===== src/design/bilrs_pkg.sv =====
`default_nettype none
package bilrs_pkg;

  localparam int unsigned MaxWidth   = 256;
  localparam int unsigned MaxHeight  = 256;
  localparam int unsigned DimW       = 9;
  localparam int unsigned CoordW     = 8;
  localparam int unsigned IdxW       = 16;
  localparam int unsigned ChanW      = 8;
  localparam int unsigned NumChan    = 3;
  localparam int unsigned PixW       = ChanW * NumChan;
  localparam int unsigned FracW      = 16;
  localparam int unsigned RatioW     = CoordW + FracW;
  localparam int unsigned PosW       = CoordW + RatioW;
  localparam int unsigned RowW       = CoordW + DimW;
  localparam int unsigned WeightW    = 2 * FracW + 1;
  localparam int unsigned AccW       = WeightW + ChanW - 1;
  localparam int unsigned StoreDepth = 1 << IdxW;
  localparam int unsigned CfgIdxW    = 2;
  localparam int unsigned NumTaps    = 4;
  localparam int unsigned InDataW    = IdxW + PixW + 2 * CoordW;

  typedef enum logic {
    OpLoad     = 1'b0,
    OpResample = 1'b1
  } opcode_e;

  typedef enum logic [CfgIdxW-1:0] {
    RegSrcWidth  = 2'd0,
    RegSrcHeight = 2'd1,
    RegDstWidth  = 2'd2,
    RegDstHeight = 2'd3
  } cfg_reg_e;

  // one frame store read travelling to the channel lanes
  typedef struct packed {
    logic               valid;
    logic               first;
    logic               last;
    logic [WeightW-1:0] weight;
  } rd_tag_t;

  function automatic logic [DimW-1:0] clamp_dim(input logic [DimW-1:0] v,
                                                input logic [DimW-1:0] mx);
    logic [DimW-1:0] r;
    r = v;
    if (v == '0) r = DimW'(1);
    else if (v > mx) r = mx;
    return r;
  endfunction

endpackage
`default_nettype wire


===== src/design/bilrs_div.sv =====
`default_nettype none
module bilrs_div import bilrs_pkg::*; (
  input  wire logic              clk_i,
  input  wire logic              rst_ni,
  input  wire logic              start_i,
  input  wire logic [RatioW-1:0] dividend_i,
  input  wire logic [CoordW-1:0] divisor_i,
  output logic                   busy_o,
  output logic      [RatioW-1:0] quot_o
);

  localparam int unsigned CntW = $clog2(RatioW);

  logic              busy_q, busy_d;
  logic [CntW-1:0]   cnt_q, cnt_d;
  logic [CoordW-1:0] rem_q, rem_d, div_q, div_d;
  logic [RatioW-1:0] quo_q, quo_d;
  logic [CoordW:0]   trial;

  // restoring division, one quotient bit a cycle
  always_comb begin
    busy_d = busy_q;
    cnt_d  = cnt_q;
    rem_d  = rem_q;
    div_d  = div_q;
    quo_d  = quo_q;
    trial  = {rem_q, quo_q[RatioW-1]};
    if (start_i) begin
      busy_d = 1'b1;
      cnt_d  = CntW'(RatioW - 1);
      rem_d  = '0;
      div_d  = divisor_i;
      quo_d  = dividend_i;
    end else if (busy_q) begin
      if (trial >= {1'b0, div_q}) begin
        rem_d = CoordW'(trial - {1'b0, div_q});
        quo_d = {quo_q[RatioW-2:0], 1'b1};
      end else begin
        rem_d = trial[CoordW-1:0];
        quo_d = {quo_q[RatioW-2:0], 1'b0};
      end
      cnt_d = cnt_q - CntW'(1);
      if (cnt_q == '0) busy_d = 1'b0;
    end
  end

  always_ff @(posedge clk_i or negedge rst_ni) begin
    if (!rst_ni) begin
      busy_q <= 1'b0;
      cnt_q  <= '0;
    end else begin
      busy_q <= busy_d;
      cnt_q  <= cnt_d;
    end
  end

  always_ff @(posedge clk_i) begin
    rem_q <= rem_d;
    div_q <= div_d;
    quo_q <= quo_d;
  end

  assign busy_o = busy_q;
  assign quot_o = quo_q;

endmodule
`default_nettype wire


===== config.mk =====
export PLATFORM = sky130hd
export DESIGN_NAME = bilrs_div
export DESIGN_NICKNAME = d
export VERILOG_FILES = /design/src/design/bilrs_pkg.sv /design/src/design/bilrs_div.sv
export SDC_FILE = /design/constraint.sdc
export NUM_CORES = 1
export LEC_CHECK = 0
export BUFFER_PORTS_ARGS = -buffer_cell sky130_fd_sc_hd__buf_2
export CAP_MARGIN = 20
export CELL_PAD_IN_SITES_DETAIL_PLACEMENT = 2
export CELL_PAD_IN_SITES_GLOBAL_PLACEMENT = 2
export CORE_MARGIN = 2
export CORE_UTILIZATION = 37
export CTS_CLUSTER_DIAMETER = 200
export DETAILED_ROUTE_END_ITERATION = 8
export PLACE_DENSITY = 0.86
export SYNTH_ARGS = -nofsm -noshare
export SYNTH_HDL_FRONTEND = slang
export SYNTH_SLANG_ARGS = --single-unit

===== constraint.sdc =====
create_clock -name clk_i -period 3.2 [get_ports clk_i]
set_input_delay 0.32 -clock clk_i [delete_from_list [all_inputs] [get_ports clk_i]]
set_output_delay 0.32 -clock clk_i [all_outputs]
set_load 0.01 [all_outputs]

## Yosys cells after proc, flatten, opt, wreduce, memory -nomap -nowiden

Index checks and enable logic that the tools add are counted.

| word-level totals | value |
|---|---|
| register bits after elaboration | 46 |
| input port bits | 35 |
| output and inout port bits | 25 |
| word-level logic and storage cells | 19 |

| cells by class | value |
|---|---|
| add/subtract/negate cells | 2 |
| $lt $le $gt $ge | 1 |
| multiplexer cells | 9 |
| reductions and logical operators | 2 |

Operators by type and width:

| operator | count |
|---|---|
| two-way mux 24 bit | 2 |
| two-way mux 5 bit | 2 |
| greater-or-equal comparator 9 x 8 -> 1 bit | 1 |
| two-way mux 8 bit | 1 |
| subtractor 8 bit | 1 |
| logical NOT 5 bit | 1 |
| subtractor 5 x 1 -> 5 bit, second input constant | 1 |
| two-way mux 1 bit | 4 |
| nonzero test 2 bit | 1 |

## Logic depth before layout (Yosys ltp)

| logic depth | value |
|---|---|
| depth in word-level cells | 4 |
| gate-level depth with buffers | 8 |
| mapped depth without buffers | 8 |

## Worst setup path before layout

No wires, ideal clock.

| path | value |
|---|---|
| kind | register to register |
| start | register div_q[4] |
| end | register quo_q[0], in the netlist quot_o[0], data pin |
| setup time | 0.260 ns |
| arrival | 1.780 ns |
| required time | 2.940 ns |
| path slack | 1.160 ns |
| cell stages (with the launch flop) | 8 |
| path buffers | 0 |
| period minus slack after synthesis | 2.040 ns |
| cell sequence | edfxtp_1 inv_1 ha_1 and2_2 a221oi_4 a31o_2 nand2_1 mux2_2 |

| between the ends | value |
|---|---|
| longest elaborated chain between the ends | 4 |

RTL lines:

| item | RTL line | RTL |
|---|---|---|
| start, declared | bilrs_div.sv:16 | `logic [CoordW-1:0] rem_q, rem_d, div_q, div_d;` |
| start signal, assigned | bilrs_div.sv:59 | `div_q <= div_d;` |
| greater-or-equal comparator 9 x 8 -> 1 bit | bilrs_div.sv:35 | `if (trial >= {1'b0, div_q}) begin` |
| two-way mux 1 bit | bilrs_div.sv:35 |  |
| two-way mux 24 bit | bilrs_div.sv:34 | `end else if (busy_q) begin` |
| two-way mux 24 bit | bilrs_div.sv:28 | `if (start_i) begin` |
| named net quo_d[0] | bilrs_div.sv:17 | `logic [RatioW-1:0] quo_q, quo_d;` |
| end signal, assigned | bilrs_div.sv:60 | `quo_q <= quo_d;` |
| end, declared | bilrs_div.sv:17 |  |

The timed path passes the listed nets, and every way through them passes these cells. The select of a mux whose other input is x is not followed.
A chain may end at the register's enable or synchronous reset.

## Worst setup path in the final report

| path | value |
|---|---|
| start | register div_q[1] |
| end | register rem_q[2] |

| between the ends | value |
|---|---|
| longest elaborated chain between the ends | 2 |
| elaborated cells on any way between the ends | 3 |
| classes of those cells | add/sub (1); order compare (1); mux (1) |

RTL lines:

| item | RTL line | RTL |
|---|---|---|
| subtractor 8 bit or greater-or-equal comparator 9 x 8 -> 1 bit (tied branches) | bilrs_div.sv:36, bilrs_div.sv:35 |  |
| two-way mux 8 bit (*) | bilrs_div.sv:35 |  |
| end signal, assigned | bilrs_div.sv:58 | `rem_q <= rem_d;` |
| end, declared | bilrs_div.sv:16 |  |

Mark *: on every way between the ends. The rest lies on a longest branch, timed or not.

==> flow_summary.yaml <==
finish:
  fin_nets: 304
  final_common_cell: "buf_2"
  fin_util: 0.4573
  regArea_mm2: 0.001271
  drive_above_1_share: 0.3900
  multiInputGateArea_mm2: 0.001050
  nFillCells: 613
  diodes: 0
  layout_common_cells: "59 x buf_2, 32 x edfxtp_1, 24 x mux2_2, 15 x inv_1, 11 x nand2_1"
  area.growth.synth_to_final_pct: 20.20
worst_hold_path:
  min_path_cells: 1
  hp-class: "primary input to flip-flop"
pwr:
  powerDensity_mw_per_mm2: 518.6
  power.leakage_nw: 1.242
  peakVddDrop_mv: 0.2506
clock_network:
  postCtsResizedCells: 0
  numCtsBuffers: 5
  htreeDepth: 2
  cts_setup_buffers: 0
  cts_hold_buffers: 1
  clk_pin_slew_ns: 0.10
  cts_tree: "yes"
  clockBufferDepth: 2
  cts.sinks: 46
  insertion_delay_ns: 0.31
  root_buffer: "clkbuf_8"
timing:
  min_period_ns: 2.603
  tightest_slew_ns: 0.5807
  setup_violations: 0
  tns_ns: 0
  post-route-period-util: 0.8133
  slew_viol_final: 0
  fin_skew_ns: 0.01597
  hold_viol_final: 0
  rsz0062_at_grt: "false"
  fmax_ghz: 0.3842
  relSlewSlack: 0.6112
setup_path:
  cp-start-kind: "flip-flop"
  cp.arrival_ns: 2.76
  crit_end: "rem_q[2]$_SDFFE_PP0P_"
  r2r_end: "rem_q[2]$_SDFFE_PP0P_"
  cp-startpoint: "div_q[1]$_DFFE_PP_"
  cp_max_fo: 6
  rrSetupSlack_ns: 0.60
  rr_startpoint: "div_q[1]$_DFFE_PP_"
  worstSetupEndpointType: "flip-flop"
  critPathRequiredTime_ns: 3.36
  r2r_cells: 7
  worst-setup-path-type: "flip-flop to flip-flop"
logic_synthesis:
  synth_area_per_cell_um2: 12.33
  synth_top_area_cell: "edfxtp_1"
  synth_edf_count: 32
  synth_nets: 242
  synth-main-ff-cell: "edfxtp_1"
  synth.ff_latch_count: 46
  synth_top_area_frac: 0.3977
  syn_area_mm2: 0.002416
  postSynthCellCount: 196
  synthArstFlopShare: 0.1304
  synth_area_leaders: "edfxtp_1 40%, mux2_2 11%, dfxtp_1 6.6%"
  yosys_warnings: 0
  synth.distinct_cells: 52
  yosysSeqAreaShare: 0.5262
placed_design:
  port_buffers: 59
  dp_hpwl_um: 5470
  globalplace.congestion: 0.8309
die:
  ios: 60
  die_h_um: 84.81
  die_area_mm2: 0.007192
  rows: 29
  start_util: 0.3805
  die_x_um: 84.81
  fp.coreArea_mm2: 0.006350
route:
  met3_length_um: 447
  met1_length_um: 3259
  wl_per_cell_um: 24.52
  wl_met2_um: 4309
  drc: 0
  highest_layer: "met4"
  drtPass1Iterations: 4
  via_per_inst: 5.664
  num_vias: 1903
  drt-initial-drc-count: 135
  drt-total-wl_um: 8239
  drtAntennaViolNets: 0
global_routing:
  grt_pass1_vias: 2290
  grt_pass1_wl_um: 13170
  grt_overflow: 0
  antenna_found_initial: 0
  grt_max_degree: 26
  grtUsageTotal: 0.2423
status:
  status: "completed"
run:
  max_cap_viol_count: 0
[sequential cells by signal, indices dropped and copies added, names as in the netlist]
signal,cells
quot_o,24
div_q,8
rem_q,8
cnt_q,5
busy_o,1
[synthesized netlist by cell type, types with 3 or more instances]
master,count
nand2_1,11
nor2_1,10
nand4_1,4
ha_1,10
nand2b_1,7
dfxtp_1,8
xnor2_1,4
o21ai_0,5
mux2_2,24
o211ai_1,4
a21oi_1,6
dfrtp_1,6
nand3_1,3
inv_1,15
o2111ai_1,3
edfxtp_1,32
[power by group]
group | switching (W) | internal, W
sequential | 0.0000411 | 0.000696
combinational | 0.000184 | 0.000132
clock | 0.000220 | 0.000234
[per-stage QoR]
stage | std cells | setup WS [ns] | hold slack (ns) | cell area [µm²] | power [W]
2_1_floorplan | 196 | 1.160 | 0.02441 | 2416 | 0.0009228
3_3_place_gp | 327 | 1.011 | 0.1531 | 2784 | 0.001017
3_5_place_dp | 327 | 0.7517 | 0.1477 | 2784 | 0.001044
4_1_cts | 336 | 0.6470 | 0.1793 | 2904 | 0.001488
5_1_grt | 336 | 0.4945 | 0.1749 | 2904 | 0.001561
6_report | 336 | 0.5975 | 0.1821 | 2904 | 0.001506
[kinds of logic (layout without fill, tap and decap cells)]
| family | Yosys count | count (layout) | synth area share |
|---|---|---|---|
| flops | 46 | 46 | 0.5261 |
| simple gates | 48 | 48 | 0.1077 |
| compound gates | 39 | 39 | 0.1331 |
| fa+ha+maj | 11 | 11 | 0.06007 |
| xor+xnor | 6 | 6 | 0.02175 |
| mux | 24 | 24 | 0.1119 |
| buf+inv | 22 | 85 | 0.03936 |
[final cells by class]
type,count,share of cell area
Inverter,15,0.01939
Tap cell,77,0.03318
Sequential cell,46,0.4377
Timing Repair Buffer,62,0.1103
Clock inverter,2,0.01293
Clock buffer,6,0.02499
Multi-Input combinational cell,128,0.3615
[worst max-delay path: stages (launching register included)]
cell,delay [ns]
edfxtp_1,0.45
inv_1,0.10
ha_1,0.27
nor2b_1,0.18
o211ai_1,0.49
a31o_2,0.35
nand3_1,0.11
a311oi_1,0.50
[worst min-delay path by stage]
stage | start | end | slack, ns
final | divisor_i[1] | div_q[1]$_DFFE_PP_ | 0.18
after global placement | rst_ni | cnt_q[4]$_DFFE_PN0P_ | 0.15
after CTS | divisor_i[1] | div_q[1]$_DFFE_PP_ | 0.18
after floorplan | rst_ni | busy_o$_DFF_PN0_ | 0.02
after detailed placement | rst_ni | cnt_q[4]$_DFFE_PN0P_ | 0.15
after global routing | divisor_i[1] | div_q[1]$_DFFE_PP_ | 0.17
[per-layer routing]
layer  up-vias  track usage
met5         -            0
met4         0      0.07937
met3        18      0.06096
met2        68       0.4331
met1       957       0.2831
li1        860            -
(Power assumes the default switching activity.)
