--- config.mk ---
export PLATFORM = sky130hd
export DESIGN_NAME = bilrs_lane
export DESIGN_NICKNAME = d
export VERILOG_FILES = /design/src/design/bilrs_pkg.sv /design/src/design/bilrs_lane.sv
export SDC_FILE = /design/constraint.sdc
export NUM_CORES = 1
export LEC_CHECK = 0
export ABC_AREA = 1
export ABC_CLOCK_PERIOD_IN_PS = 8100
export BUFFER_PORTS_ARGS = -buffer_cell sky130_fd_sc_hd__clkbuf_2
export CAP_MARGIN = 25
export CORE_MARGIN = 10
export CORE_UTILIZATION = 30
export DETAILED_ROUTE_END_ITERATION = 12
export PLACE_DENSITY_LB_ADDON = 0.3
export SYNTH_ARGS = -nofsm -noshare
export SYNTH_HDL_FRONTEND = slang
export SYNTH_SLANG_ARGS = --single-unit
--- constraint.sdc ---
create_clock -name clk_i -period 8.1 [get_ports clk_i]
set_clock_uncertainty 0.2 [all_clocks]
set_input_delay 0 -clock clk_i [delete_from_list [all_inputs] [get_ports clk_i]]
set_output_delay 0 -clock clk_i [all_outputs]
set_load 0.005 [all_outputs]
--- src/design/bilrs_pkg.sv ---
`default_nettype none
package bilrs_pkg;

  localparam int unsigned MaxWidth   = 256;
  localparam int unsigned MaxHeight  = 256;
  localparam int unsigned DimW       = 9;
  localparam int unsigned CoordW     = 8;
  localparam int unsigned IdxW       = 16;
  localparam int unsigned ChanW      = 8;
  localparam int unsigned NumChan    = 3;
  localparam int unsigned PixW       = ChanW * NumChan;
  localparam int unsigned FracW      = 16;
  localparam int unsigned RatioW     = CoordW + FracW;
  localparam int unsigned PosW       = CoordW + RatioW;
  localparam int unsigned RowW       = CoordW + DimW;
  localparam int unsigned WeightW    = 2 * FracW + 1;
  localparam int unsigned AccW       = WeightW + ChanW - 1;
  localparam int unsigned StoreDepth = 1 << IdxW;
  localparam int unsigned CfgIdxW    = 2;
  localparam int unsigned NumTaps    = 4;
  localparam int unsigned InDataW    = IdxW + PixW + 2 * CoordW;

  typedef enum logic {
    OpLoad     = 1'b0,
    OpResample = 1'b1
  } opcode_e;

  typedef enum logic [CfgIdxW-1:0] {
    RegSrcWidth  = 2'd0,
    RegSrcHeight = 2'd1,
    RegDstWidth  = 2'd2,
    RegDstHeight = 2'd3
  } cfg_reg_e;

  // one frame store read travelling to the channel lanes
  typedef struct packed {
    logic               valid;
    logic               first;
    logic               last;
    logic [WeightW-1:0] weight;
  } rd_tag_t;

  function automatic logic [DimW-1:0] clamp_dim(input logic [DimW-1:0] v,
                                                input logic [DimW-1:0] mx);
    logic [DimW-1:0] r;
    r = v;
    if (v == '0) r = DimW'(1);
    else if (v > mx) r = mx;
    return r;
  endfunction

endpackage
`default_nettype wire

--- src/design/bilrs_lane.sv ---
`default_nettype none
module bilrs_lane import bilrs_pkg::*; (
  input  wire logic             clk_i,
  input  wire logic             rst_ni,
  input  wire rd_tag_t          tag_i,
  input  wire logic [ChanW-1:0] pix_i,
  output logic                  done_o,
  output logic      [ChanW-1:0] chan_o
);

  logic [AccW-1:0] acc_q, acc_d, prod;
  logic            done_q;

  // one tap a cycle while the tag is valid: weighted pixel added into the Q32 sum
  always_comb begin
    prod  = AccW'({{(WeightW){1'b0}}, pix_i} * {{(ChanW){1'b0}}, tag_i.weight});
    acc_d = (tag_i.first ? '0 : acc_q) + prod;
  end

  always_ff @(posedge clk_i or negedge rst_ni) begin
    if (!rst_ni) done_q <= 1'b0;
    else         done_q <= tag_i.valid && tag_i.last;
  end

  always_ff @(posedge clk_i) begin
    if (tag_i.valid) acc_q <= acc_d;
  end

  assign done_o = done_q;
  assign chan_o = acc_q[AccW-1 -: ChanW];

endmodule
`default_nettype wire

After elaboration in Yosys (flattened, before gate mapping)
Index checks and enable logic that the tools add are counted.
W data, S select, Z words.
- bits in registers: 41
- logic and storage cells: 6
- add/subtract/negate cells: 1
- $mul: 1
- muxes and demuxes: 1
- reduce and logical (&&, ||, !) cells: 1
- operators by type and width (kind ; number):
    $add A40 B40 Y40 ; 1
    $mul A8 B33 Y40 ; 1
    $mux W40 ; 1
    $logic_and A1 B1 Y1 ; 1

Logic depth before layout (Yosys ltp)
Gate-level depths: netlist of the first run.
- depth after elaboration: 2
- mapped depth: 25
- gate-level depth less buffers: 23

Worst setup path before layout of the first run
OpenSTA, ideal clock, no wires.
- path type: in2reg
- start point: input pix_i[0]
- end point: register acc_q[34], data pin
- setup time: 0.252 ns
- arrival: 3.753 ns
- required time: 7.648 ns
- path slack: 3.895 ns
- cell stages on the path: 22
- cells stage by stage: clkbuf_1 -> clkbuf_1 -> nand2_1 -> fa_1 -> inv_1 -> fa_1 -> fa_1 -> inv_1 -> fa_1 -> inv_1 -> ha_1 -> nand2_1 -> inv_1 -> nand2_1 -> and2_1 -> nor2_1 -> nor2_1 -> nand2_2 -> nand2_1 -> nand2_1 -> nand2_1 -> nand2_1
- word-level cells in the longest chain between the ends: 2
- ends and longest elaborated chain (element ; line ; source):
    from (decl) ; bilrs_lane.sv:6 ; input wire logic [ChanW-1:0] pix_i,
    $mul A8 B33 Y40 ; bilrs_lane.sv:16 ; prod = AccW'({{(WeightW){1'b0}}, pix_i} * {{(ChanW){1'b0}}, tag_i.weight});
    $add A40 B40 Y40 ; bilrs_lane.sv:17 ; acc_d = (tag_i.first ? '0 : acc_q) + prod;
    named net acc_d[34] ; bilrs_lane.sv:11 ; logic [AccW-1:0] acc_q, acc_d, prod;
    to (signal assigned) ; bilrs_lane.sv:26 ; if (tag_i.valid) acc_q <= acc_d;
    to (decl) ; bilrs_lane.sv:11 ;
The timed path passes the listed nets, and every way through them passes these cells.
A chain may end at the register's enable or synchronous reset.

Final worst setup path of the first run
- start point: input tag_i[34] in the netlist's numbering
- end point: register acc_q[32], data pin
- word-level cells in the longest chain between the ends: 2
- ends and longest elaborated chain (element ; line ; source):
    from (decl) ; bilrs_lane.sv:5 ; input wire rd_tag_t tag_i,
    $mux W40 ; bilrs_lane.sv:17 ;
    $add A40 B40 Y40 ; bilrs_lane.sv:17 ;
    named net acc_d[32] ; bilrs_lane.sv:11 ;
The timed path passes the listed nets, and every way through them passes these cells.

==> impl_metrics.ini, run 1 <==
[logic_synthesis]
synth_edf_count = 40
ys_ff_latch = 41
async_flop_share_pct = 2.44
yosysTopAreaCellShare_pct = 38.1
synth_cells = 1651
yosysWarnings = 0
ys_types = 24
syn_avg_cell_area_um2 = 7.13
synth_area_leaders = fa_1, inv_1, nand2_1, edfxtp_1, ha_1
syn_area_um2 = 11800
yosysTopAreaCell = fa_1
ys.flop_type = edfxtp_1
synth_fp_nets = 1978
synth.yosys.seq_area_share_pct = 10.4

[timing]
max_slew_margin_pct = 34.2
setup_violations = 0
fin_crit_ns = 4.70
rsz0062_at_grt = false
slew_violations = 0
clock.fmax_mhz = 213
tightest_slew_ns = 0.987
setup_tns_ns = 0
fin_crit_sh_pct = 58.0
worst_slack_ns = 3.40
hold_viol = 0

[grt]
grt_max_degree = 42
antenna_found_initial = 0
grt.overflow.total = 0
grt_pass1_vias = 10000
grtUsageTotal_pct = 12.8
grt_pass1_wl_um = 50200

[floorplan]
die-width_um = 218
rows = 72
die_h_um = 218
die_area_um2 = 47600
io_pins = 55
core_region_area_um2 = 38700
initial_core_util_pct = 30.4

[clocking]
cts-root-buf = clkbuf_16
clk_latency_ns = 0.30
ctsHoldBuffers = 3
cts_buffers = 5
post_cts_buffers = 0
ctsResizeCount = 0
clkTransAtPathRegs_ns = 0.07
cts_max_path_buffers = 2
h-tree-depth = 2
cts_num_sinks = 41
cts_tree = yes

[setup_path]
criticalPathCategory = input pin to register
cp_data_required_time_ns = 7.96
cp_max_fo = 36
cp_slowest_stage_delay_ns = 0.58
crit_path_frequent_cell = nand2_1
crit_path_end_kind = register
crit_buf_inv = 6
critPathLaunchType = input pin
arrival_ns = 4.56
crit_chain = clkbuf_2 > inv_2 > nand2_1 > fa_1 > inv_1 > fa_1 > fa_1 > inv_1 > fa_1 > inv_1 > ha_1 > nand2_1 > inv_1 > a21oi_1 > nand3_2 > nand2_1 > nand2_2 > nand2_1 > nand2_1 > nand2_1 > nand2_1
critPathTopFamily = adder cells
crit_path_top_delay_cell = fa_1

[finish]
syn2layout_area_growth_pct = 6.66
nets = 1967
antennaDiodeCount = 0
drive_above_1_share_pct = 4.63
final_cell_count_no_fill = 2159
fin_area_um2 = 12600

[hold_path]
hold_path_class = input pin to register

[drt]
wl_per_cell_um = 13.5
ant_nets = 0
drcViolationCount = 0
vias = 9166
drt_iter0_drc = 388
first_pass_iters = 5
drt-total-wl_um = 29100
via_per_inst = 4.25

[run_status]
outcome = complete, no violations

[placement]
portBuffers = 54
dp_slack_ns = 3.05
dpl.cell_count = 2148
dpl_cell_area_um2 = 12400
dp_hpwl_um = 24600
gp_congestion = 0.885

[flow_run]
drv_cap = 0
logic make-up after synthesis:
| family | count (synthesis) | share of synthesized area [%] |
|---|---|---|
| fa+ha+maj | 281 | 44.1 |
| simple gates | 622 | 20.8 |
| compound gates | 56 | 2.51 |
| xor+xnor | 22 | 1.64 |
| flops | 41 | 10.4 |
| buf+inv | 629 | 20.5 |
worst register-to-register path, stage by stage (launching register included):
cell and delay [ns]:
edfxtp_1 0.39, nand2_1 0.10, fa_1 0.56, inv_1 0.05, fa_1 0.49, fa_1 0.55, inv_1 0.05, fa_1 0.47
inv_1 0.04, ha_1 0.40, nand2_1 0.15, nor2_1 0.22, nand2_1 0.16, nor3_1 0.17, nand2_1 0.18, nand3_1 0.11
nand2_1 0.07
placed cells by master, fill, tap and decap left out, types with 12 or more instances in the layout:
master	netlist	final
nor2_1	52	52
inv_1	552	552
clkbuf_2	22	54
fa_1	224	224
nand3_1	23	23
nor3_1	12	12
a21oi_1	33	33
o21ai_0	16	16
ha_1	57	57
edfxtp_1	40	40
nand2_1	518	518
xor2_1	17	17
synthesized netlist by cell type (all sizes together), types with 8 or more instances:
library cell and count:
o21ai 16, buf 8, nand2 524, clkbuf 68, ha 57, xor2 17
edfxtp 40, nor2 52, inv 553, nand3 29, fa 224, a21oi 33
nor3 12
final cells by class:
type / count / area, um^2
repair buffers: 58 / 308
inverters: 553 / 2080
clock buffers: 5 / 125
fillers: 4184 / 26200
clock inverters: 3 / 46.3
flip-flops and latches: 41 / 1230
well taps: 518 / 648
multi-input cells: 981 / 8130
per-stage QoR:
step                      hold slack [ns]  util (%)
after floorplan                    -0.496         -
after global placement             -0.425      31.9
after detailed placement           -0.424      31.9
after CTS                          0.0810      32.4
after global routing                0.100      32.4
final                              0.0701      32.4
state kept, by name, summed over array words and instances, names as in the netlist:
name    flops
acc_q      40
done_o      1
layer usage:
layer  GRT usage [%]  wire length [um]  up-vias
met5               0                 0        -
met4            2.45               364        0
met3            1.13              1060       18
met2            23.5             14900      150
met1            16.2             12700     4479
li1                -                 -     4519
worst paths after layout:
path	from	end	slack, ns	cells past startpoint
worst max-delay path	tag_i[34]	acc_q[32]	3.40	21
worst min-delay path	tag_i[35]	done_o	0.07	4
worst max register to register	acc_q[31]	acc_q[32]	3.49	16
worst min register to register	acc_q[0]	acc_q[0]	0.71	3
max in group asynchronous	rst_ni	done_o	7.27	3
min in group asynchronous	rst_ni	done_o	0.32	3
Power of run 1 is left out: the tool's default activity adds up to more than one toggle a clock period on the data nets, which glitch-free logic cannot reach.
==> run 2: changes to the inputs <==
--- a/config.mk
+++ b/config.mk
@@ -6,7 +6,7 @@
 export NUM_CORES = 1
 export LEC_CHECK = 0
 export ABC_AREA = 1
-export ABC_CLOCK_PERIOD_IN_PS = 8100
+export ABC_CLOCK_PERIOD_IN_PS = 4600
 export BUFFER_PORTS_ARGS = -buffer_cell sky130_fd_sc_hd__clkbuf_2
 export CAP_MARGIN = 25
 export CORE_MARGIN = 10
==> constraint.sdc (replaced) <==
create_clock -name clk_i -period 4.6 [get_ports clk_i]
set_clock_uncertainty 0.2 [all_clocks]
set_input_delay 0 -clock clk_i [delete_from_list [all_inputs] [get_ports clk_i]]
set_output_delay 0 -clock clk_i [all_outputs]
set_load 0.005 [all_outputs]
==> run 2 against run 1 <==
Global-route usage rose by 0.11 points. Register-to-register slack got worse by 3.3 ns. Worst setup slack got worse by 3.2 ns. Worst hold slack got worse by 0.026 ns. First-iteration DRC count rose by 23%. Cell count rose by 1.3%. Non-clock buffer count rose by 27. Sequential cell count did not move. Design area rose by 4.0%. Via count rose by 1.5%. Utilization rose by 1.3 points. Clock-buffer cell count did not move. Critical path type is now register to register. Largest cell class unchanged.
==> impl_metrics.ini, run 2 (synthesis gave the netlist of run 1 again) <==
[run_status]
outcome = complete, no violations

[clocking]
clkTransAtPathRegs_ns = 0.07
h-tree-depth = 2
clk_latency_ns = 0.29
cts_num_sinks = 41
cts_tree = yes
cts_buffers = 5
cts-root-buf = clkbuf_16
cts_max_path_buffers = 2

[finish]
largest_register_ffs = 40
regMostFlops = acc_q
final_util_pct = 33.7
n_fill_cell = 4218
syn2layout_area_growth_pct = 11.0
antennaDiodeCount = 0
drive_above_1_share_pct = 8.75
mostFrequentLayoutCell = inv_1
nets = 1994
layout_common_cells = inv_1, nand2_1, fa_1

[grt]
grt_pass1_vias = 10100
grtUsageTotal_pct = 13.0
grt.overflow.total = 0
grt_pass1_wl_um = 51100
antenna_found_initial = 0
grt_max_degree = 42

[hold_path]
hold_path_class = input pin to register
whs_path_depth = 4

[setup_path]
reg2reg_depth = 17
cp_slowest_stage_delay_ns = 0.55
critPathLaunchType = register
cp_max_fo = 5
regToRegSetupSlack_ns = 0.18
arrival_ns = 4.26
crit_chain = nand2_1 > fa_1 > inv_1 > fa_1 > fa_1 > inv_1 > fa_1 > inv_1 > ha_2 > nand2_1 > nor2_2 > nand2_1 > nor2_2 > nor2_2 > buf_4 > nand3_1 > nand2_1
crit_cells = 17
cp_data_required_time_ns = 4.44
critPathTopFamily = adder cells
criticalPathCategory = register to register
crit_path_end_kind = register
crit_buf_inv = 4
crit_path_top_delay_cell = fa_1

[placement]
dp_slack_ns = 0.0338
gp_congestion = 0.850
portBuffers = 54
dp_hpwl_um = 24600

[floorplan]
initial_core_util_pct = 30.4
die_area_um2 = 47600
die-width_um = 218
io_pins = 55
rows = 72
core_region_area_um2 = 38700
die_h_um = 218

[timing]
fin_crit_ns = 4.42
clock.fmax_mhz = 226
fin_crit_sh_pct = 96.2
setup_violations = 0
hold_viol = 0
setup_tns_ns = 0
slew_violations = 0
tightest_slew_ns = 0.622
worst_slack_ns = 0.176
fin_hold_ws_ns = 0.0444
max_slew_margin_pct = 58.5
rsz0062_at_grt = true

[drt]
vias = 9306
ant_nets = 0
first_pass_iters = 5
drcViolationCount = 0
via_per_inst = 4.26
drt-total-wl_um = 29300
wl_per_cell_um = 13.4
drt_iter0_drc = 477

[flow_run]
drv_cap = 0
-- run 2: cell types whose count changed in the layout (fill, tap and decap cells not counted), sizes merged --
cell	delta
buf	+27
clkinv	+1
bufinv	-1
-- run 2: final cells by class --
cell class | count | area (um^2) | area share (%)
inverters | 553 | 2080 | 15.9
flip-flops and latches | 41 | 1230 | 9.38
clock buffers | 5 | 125 | 0.958
multi-input cells | 981 | 8350 | 63.9
well taps | 518 | 648 | 4.96
repair buffers | 85 | 623 | 4.77
clock inverters | 3 | 17.5 | 0.134
-- run 2: worst reg2reg max path, cell delays in order, from the launching register on --
cell and delay, ns:
edfxtp_1 0.33, nand2_1 0.09, fa_1 0.55, inv_1 0.05, fa_1 0.48, fa_1 0.55
inv_1 0.05, fa_1 0.48, inv_1 0.04, ha_2 0.40, nand2_1 0.14, nor2_2 0.18
nand2_1 0.11, nor2_2 0.15, nor2_2 0.07, buf_4 0.13, nand3_1 0.08, nand2_1 0.11
-- run 2: stage by stage --
step / area [um^2] / cells
4_1_cts: 12800 / 2183
6_report: 13100 / 2186
3_3_place_gp: 12700 / 2172
3_5_place_dp: 12700 / 2172
5_1_grt: 13100 / 2186
2_1_floorplan: 11800 / 1651
-- run 2: metal layers --
| layer | up-vias | part of all wire (%) | global-route usage, % |
|---|---|---|---|
| li1 | 4580 | - | - |
| met1 | 4562 | 46 | 16.9 |
| met2 | 139 | 50 | 22.9 |
| met3 | 25 | 2.9 | 1.04 |
| met4 | 0 | 1.7 | 2.89 |
| met5 | - | 0 | 0 |
-- run 2: path summary, 6_finish.rpt --
kind / endpoint / startpoint
setup reg to reg: acc_q[35] / acc_q[29]
hold reg to reg: acc_q[0] / acc_q[0]
min in group asynchronous: done_o / rst_ni
hold / removal: acc_q[0] / tag_i[0]
setup / recovery: acc_q[35] / acc_q[29]
max in group asynchronous: done_o / rst_ni
-- run 2: repair_timing --
item	4_1_cts	5_1_grt
gates resized for setup	0	44
endpoints found under the setup margin	0	16
endpoints found under the hold margin	2	0
buffers inserted	0	3
hold buffers	3	0
Power of run 2 is left out for the same reason.
==> run 3: changes to the inputs <==
--- a/config.mk
+++ b/config.mk
@@ -6,7 +6,7 @@
 export NUM_CORES = 1
 export LEC_CHECK = 0
 export ABC_AREA = 1
-export ABC_CLOCK_PERIOD_IN_PS = 4600
+export ABC_CLOCK_PERIOD_IN_PS = 4900
 export BUFFER_PORTS_ARGS = -buffer_cell sky130_fd_sc_hd__clkbuf_2
 export CAP_MARGIN = 25
 export CORE_MARGIN = 10
==> constraint.sdc (replaced) <==
create_clock -name clk_i -period 4.9 [get_ports clk_i]
set_clock_uncertainty 0.2 [all_clocks]
set_input_delay 0 -clock clk_i [delete_from_list [all_inputs] [get_ports clk_i]]
set_output_delay 0 -clock clk_i [all_outputs]
set_load 0.005 [all_outputs]
==> run 3 against run 2 <==
Utilization shrank 0.78 points. Routed wire length down 1.4%. Fmax is 2.0% lower. Global-route usage down 0.17 points.
==> impl_metrics.ini, run 3 (synthesis gave the netlist of run 1 again) <==
[grt]
antenna_found_initial = 0
grtUsageTotal_pct = 12.8
grt_pass1_wl_um = 50100
grt_max_degree = 42
grt_pass1_vias = 9855
grt.overflow.total = 0

[clocking]
ctsHoldBuffers = 3
clk_latency_ns = 0.30
cts_tree = yes
cts-root-buf = clkbuf_16
h-tree-depth = 2
cts_num_sinks = 41
cts_max_path_buffers = 2
cts_buffers = 5
ctsResizeCount = 0
clkTransAtPathRegs_ns = 0.07
post_cts_buffers = 0

[floorplan]
die_area_um2 = 47600
die-width_um = 218
rows = 72
io_pins = 55
core_region_area_um2 = 38700
initial_core_util_pct = 30.4
die_h_um = 218

[timing]
fin_crit_sh_pct = 92.2
hold_viol = 0
rsz0062_at_grt = false
slew_violations = 0
setup_violations = 0
tightest_slew_ns = 0.687
fin_crit_ns = 4.52
setup_tns_ns = 0
max_slew_margin_pct = 54.2
clock.fmax_mhz = 221

[setup_path]
crit_path_top_delay_cell = fa_1
cp_data_required_time_ns = 4.76
crit_chain = nand2_1 > fa_1 > inv_1 > fa_1 > fa_1 > inv_1 > fa_1 > inv_1 > ha_1 > nand2_1 > inv_1 > nand2_1 > inv_1 > a21oi_1 > nand3_2 > nand2_1 > nand2_1 > nand2_1 > nand2_1
critPathLaunchType = register
critPathTopFamily = adder cells
cp_slowest_stage_delay_ns = 0.56
crit_path_frequent_cell = nand2_1
criticalPathCategory = register to register
crit_buf_inv = 5
crit_path_end_kind = register
cp_max_fo = 4
arrival_ns = 4.38

[drt]
wl_per_cell_um = 13.3
ant_nets = 0
dr_wl_met3_um = 832
drt_iter0_drc = 410
via_per_inst = 4.22
routed.top_layer = met4
first_pass_iters = 7
vias = 9160
drcViolationCount = 0
met1_length_um = 13600
drt-total-wl_um = 28900
dr_wl_met2_um = 14100

[placement]
gp_congestion = 0.876
dpl_cell_area_um2 = 12500
dp_hpwl_um = 24900
portBuffers = 54

[finish]
fin_area_um2 = 12800
drive_above_1_share_pct = 5.44
nets = 1981
antennaDiodeCount = 0
regMostFlops = acc_q
mostFrequentLayoutCell = inv_1
final_util_pct = 32.9
layout_common_cells = inv_1, nand2_1, fa_1
syn2layout_area_growth_pct = 8.38
largest_register_ffs = 40

[hold_path]
hold_path_class = input pin to register

[run_status]
outcome = complete, no violations

[flow_run]
drv_cap = 0
## run 3: cell count changes in the layout (fill, tap and decap cells not counted), sizes merged
cell and change:
inv +1, clkinvlp -1, buf -13, bufinv +2, clkinv -2
## run 3: cell type report
type	instances	area, um^2
clock buffer	5	125
clock inverter	3	68.8
fill	4212	26000
inverter	553	2080
multi-input combinational	981	8130
sequential	41	1230
tap	518	648
timing repair buffer	72	488
## run 3: worst register-to-register path: stages, from the launching register on
cell,delay (ns)
edfxtp_1,0.33
nand2_1,0.09
fa_1,0.54
inv_1,0.05
fa_1,0.48
fa_1,0.56
inv_1,0.05
fa_1,0.50
inv_1,0.05
ha_1,0.33
nand2_1,0.12
inv_1,0.05
nand2_1,0.20
inv_1,0.07
a21oi_1,0.17
nand3_2,0.19
nand2_1,0.15
nand2_1,0.06
nand2_1,0.05
nand2_1,0.04
## run 3: path summary, 6_finish.rpt
path,endpoint,start,slack [ns],cells past startpoint
max,acc_q[30],acc_q[19],0.38,19
min,acc_q[0],tag_i[0],0.06,4
max reg2reg,acc_q[30],acc_q[19],0.38,19
min reg2reg,acc_q[0],acc_q[0],0.47,3
max in group asynchronous,done_o,rst_ni,4.07,3
min in group asynchronous,done_o,rst_ni,0.33,3
## run 3: layer usage
metal,global-route usage [%],vias up
met5,0,-
met4,2.66,0
met3,1.34,20
met2,22.0,128
met1,17.0,4464
li1,-,4548
## run 3: per-stage QoR
stage                     cells  setup WS [ns]  hold slack [ns]
after floorplan            1651          0.695           -0.496
after global placement     2162          0.200           -0.425
after detailed placement   2162          0.201           -0.424
after CTS                  2173          0.370           0.0617
after global routing       2173          0.128            0.114
final                      2173          0.384           0.0566
Power of run 3 is left out for the same reason.
